--- config.mk ---
export PLATFORM = sky130hd
export DESIGN_NAME = zst_nbhd
export DESIGN_NICKNAME = d
export VERILOG_FILES = /design/src/sv/zst_pkg.sv /design/src/sv/zst_nbhd.sv
export SDC_FILE = /design/constraint.sdc
export NUM_CORES = 1
export LEC_CHECK = 0
export BUFFER_PORTS_ARGS = -buffer_cell sky130_fd_sc_hd__buf_2
export CORE_AREA = 2 2 39 41
export DETAILED_ROUTE_END_ITERATION = 10
export DIE_AREA = 0 0 41 43
export PLACE_DENSITY = 0.62
export SLEW_MARGIN = 20
export SYNTH_ARGS = -nofsm -noshare
export SYNTH_HDL_FRONTEND = slang
export SYNTH_SLANG_ARGS = --single-unit
--- constraint.sdc ---
create_clock -name vclk -period 9.2
set_input_delay 2.76 -clock vclk [all_inputs]
set_output_delay 2.76 -clock vclk [all_outputs]
set_load 0.01 [all_outputs]
--- src/sv/zst_pkg.sv ---
`timescale 1ns / 1ps

package zst_pkg;

  localparam int MAX_WIDTH  = 128;
  localparam int MAX_HEIGHT = 128;
  localparam int CA_W       = $clog2(MAX_WIDTH);
  localparam int RA_W       = $clog2(MAX_HEIGHT);
  localparam int DIM_W      = 8;
  localparam int MIN_DIM    = 4;

  // item modes
  localparam logic [1:0] MODE_LOAD = 2'd0;
  localparam logic [1:0] MODE_RUN  = 2'd1;
  localparam logic [1:0] MODE_READ = 2'd2;

  // register indexes
  localparam logic [1:0] REG_WIDTH  = 2'd0;
  localparam logic [1:0] REG_HEIGHT = 2'd1;
  localparam logic [1:0] REG_PASSES = 2'd2;
  localparam logic [1:0] REG_SKEL   = 2'd3;

  // pass kinds
  localparam logic [1:0] KIND_SP0 = 2'd0;
  localparam logic [1:0] KIND_SP1 = 2'd1;
  localparam logic [1:0] KIND_BR  = 2'd2;

  // 3x3 window, bit 0 is column c-1
  typedef struct packed {
    logic [2:0] top;
    logic [2:0] mid;
    logic [2:0] bot;
  } zst_win_t;

  typedef struct packed {
    logic sub_pass;
    logic skel;
  } zst_ctl_t;

  typedef struct packed {
    logic thin_mark;
    logic branch_set;
  } zst_eval_t;

  function automatic logic [DIM_W-1:0] clamp_dim(input logic [DIM_W-1:0] v, input int lim);
    logic [DIM_W-1:0] res;
    res = v;
    if (int'(v) < MIN_DIM) res = DIM_W'(MIN_DIM);
    else if (int'(v) > lim) res = DIM_W'(lim);
    return res;
  endfunction

  function automatic logic [MAX_WIDTH-1:0] col_mask(input logic [DIM_W-1:0] w);
    logic [MAX_WIDTH-1:0] m;
    for (int i = 0; i < MAX_WIDTH; i++) begin
      m[i] = (i < int'(w));
    end
    return m;
  endfunction

endpackage

--- src/sv/zst_nbhd.sv ---
`timescale 1ns / 1ps

module zst_nbhd (
  input  zst_pkg::zst_win_t  win,
  input  zst_pkg::zst_ctl_t  ctl,
  output zst_pkg::zst_eval_t ev
);

  logic [7:0] nb;
  logic [3:0] a_cnt;
  logic [3:0] b_cnt;
  logic [3:0] b_min;
  logic       m1;
  logic       m2;

  // ring order N, NE, E, SE, S, SW, W, NW
  assign nb = {win.top[0], win.mid[0], win.bot[0], win.bot[1],
               win.bot[2], win.mid[2], win.top[2], win.top[1]};

  always_comb begin
    a_cnt = '0;
    b_cnt = '0;
    for (int k = 0; k < 8; k++) begin
      a_cnt = a_cnt + {3'd0, (!nb[k] && nb[(k + 1) % 8])};
      b_cnt = b_cnt + {3'd0, nb[k]};
    end
  end

  always_comb begin
    if (ctl.sub_pass) begin
      m1 = nb[0] & nb[2] & nb[6];
      m2 = nb[0] & nb[4] & nb[6];
    end else begin
      m1 = nb[0] & nb[2] & nb[4];
      m2 = nb[2] & nb[4] & nb[6];
    end
  end

  assign b_min = ctl.skel ? 4'd2 : 4'd1;

  assign ev.thin_mark  = (a_cnt == 4'd1) && (b_cnt >= b_min) && (b_cnt <= 4'd6) && !m1 && !m2;
  assign ev.branch_set = win.mid[1] && ((a_cnt >= 4'd3) || (a_cnt == 4'd2 && b_cnt == 4'd6));

endmodule

==> flow_metrics.tcl <==
set metrics [dict create \
    status "finished clean" \
    coreArea_um2 1380 \
    grt_setup_unrepaired "false" \
    syn_inst 60 \
    hold_buffers 0 \
    crit_fanout 4 \
    rows 14 \
    p_clk_frac 0 \
    leakagePower_nw 0.323 \
    vias 407 \
    yosys-top-cells-count "inv_1 (12), ha_1 (11), fa_1 (7), nor2_1 (6)" \
    postSynthNetCount 89 \
    grt_max_degree 5 \
    die_w_um 41 \
    period_minus_slack_ns 8.79 \
    period_share 0.956 \
    diodes 0 \
    num_io_pins 13 \
    syn_area_um2 499 \
    dieArea_um2 1760 \
    setup_violations 0 \
    cts_resized 0 \
    avgRoutedWirePerCell_um 9.73 \
    dpl.hpwl_um 816 \
    synth_area_leaders "fa_1 (28%), ha_1 (28%), inv_1 (9.0%)" \
    globalRouteTotalUtil 0.111 \
    ant_nets 0 \
    maxCapViolCount 0 \
    start_util 0.361 \
    fin_area_um2 581 \
    vdd_drop_max_mv 0.0539 \
    grt_pass1_vias 391 \
    cp.arrival_ns 6.03 \
    total_power_mw 0.0589 \
    place_area_um2 581 \
    die_h_um 43 \
    finish.net_count 103 \
    yosys_warnings 0 \
    synth_top_area_frac 0.281 \
    regArea_um2 0 \
    ys_types 21 \
    drtPass1Iterations 2 \
    cts_setup_buffers 0 \
    yosys.area.top_type "fa_1" \
    tightestPinTransition_ns 0.333 \
    intPower_mw 0.0278 \
    netSwitchingFraction 0.528 \
    power_frac_comb 1.000 \
    hp-class "in2out" \
    relSlewSlack 0.776 \
    grt_pass1_wl_um 1460 \
    synth-seq-area-share 0 \
    vias_per_cell 4.63 \
    route.detailed.drc 0 \
    grt.overflow.total 0 \
    avgSynthCellArea_um2 8.32 \
    area_growth_pct 16.3 \
    finalHoldViolCount 0 \
    design.seq.count 0 \
    fin_tns_setup_ns 0 \
    p_switching_mw 0.0311 \
    crit_path_end_kind "output port" \
    io_buffers 13 \
    drtIter0Drc 2 \
    yosysMostFrequentCell "inv_1" \
    power.density_nw_per_um2 101 \
    drv_slew 0 \
    worstSetupStartpointType "input pin" \
    fmaxAchievable_mhz 114 \
    routabilityCongestion 0.660 \
    worstPathRequired_ns 6.44 \
    nClkBuffers 0 \
    seqPwrFrac 0 \
    path_class "in2out" \
    antenna_found_initial 0 \
    routed_wl_um 856 \
    drive_gt1_frac 0.222 \
]
## cell families after synthesis
family                   share of synthesized area
AO/OA/AOI/OAI                                0.113
XOR/XNOR                                    0.0326
adder cells (fa/ha/maj)                      0.556
buffers and inverters                        0.113
multiplexers                                0.0201
AND/OR/NAND/NOR                              0.165
## power groups by stage
stage	combinational (mW)	sequential (mW)	clock, mW
after detailed placement	0.0601	0	0
after CTS	0.0606	0	0
final	0.0589	0	0
after floorplan	0.0454	0	0
after global routing	0.0705	0	0
after global placement	0.0586	0	0
## area by class of cell
class,count,area (um^2)
Fill cell,142,803
Timing Repair Buffer,13,65.1
Inverter,14,52.6
Tap cell,16,20.0
Multi-Input combinational cell,45,443
## metrics by stage
stage	util	cells	hold WS, ns	worst slack, ns
floorplan	-	60	5.66	0.766
global placement	0.420	88	5.85	0.410
detailed placement	0.420	88	5.85	0.390
CTS	0.420	88	5.85	0.378
global route	0.420	88	5.87	0.237
finish	0.420	88	5.85	0.405
## routing by layer
layer  part of all wire  up-vias  GRT usage
met1               0.54      177      0.180
met5                  0        -          0
met3              0.047        0          0
li1                   -      219          -
met2               0.41       11      0.172
met4                  0        0          0
## final timing paths
check / start / end / slack, ns / cells past startpoint
min: win[4] / ev[0] / 5.85 / 3
max: win[1] / ev[1] / 0.41 / 13
## critical path: stages
cell      delay, ns
buf_2          0.11
inv_1          0.13
fa_1           0.45
fa_1           0.46
fa_1           0.49
inv_1          0.05
ha_1           0.18
fa_1           0.49
ha_1           0.29
a211oi_1       0.23
nor4_1         0.07
and4_1         0.19
buf_2          0.13
## cell usage in the layout (no fill, tap or decap), drive strengths merged
cell	synthesis	routed
fa	7	7
nor2b	1	1
o2111a	1	1
nand2b	1	1
a21oi	3	3
and4	1	1
or2b	1	1
inv	14	14
nor2	6	6
mux2i	1	1
o21ai	3	3
ha	11	11
nand3	3	3
nand2	1	1
a21boi	1	1
nor4	2	2
buf	0	13
xor2	1	1
a211oi	1	1
Power figures use the tool's default switching activity.
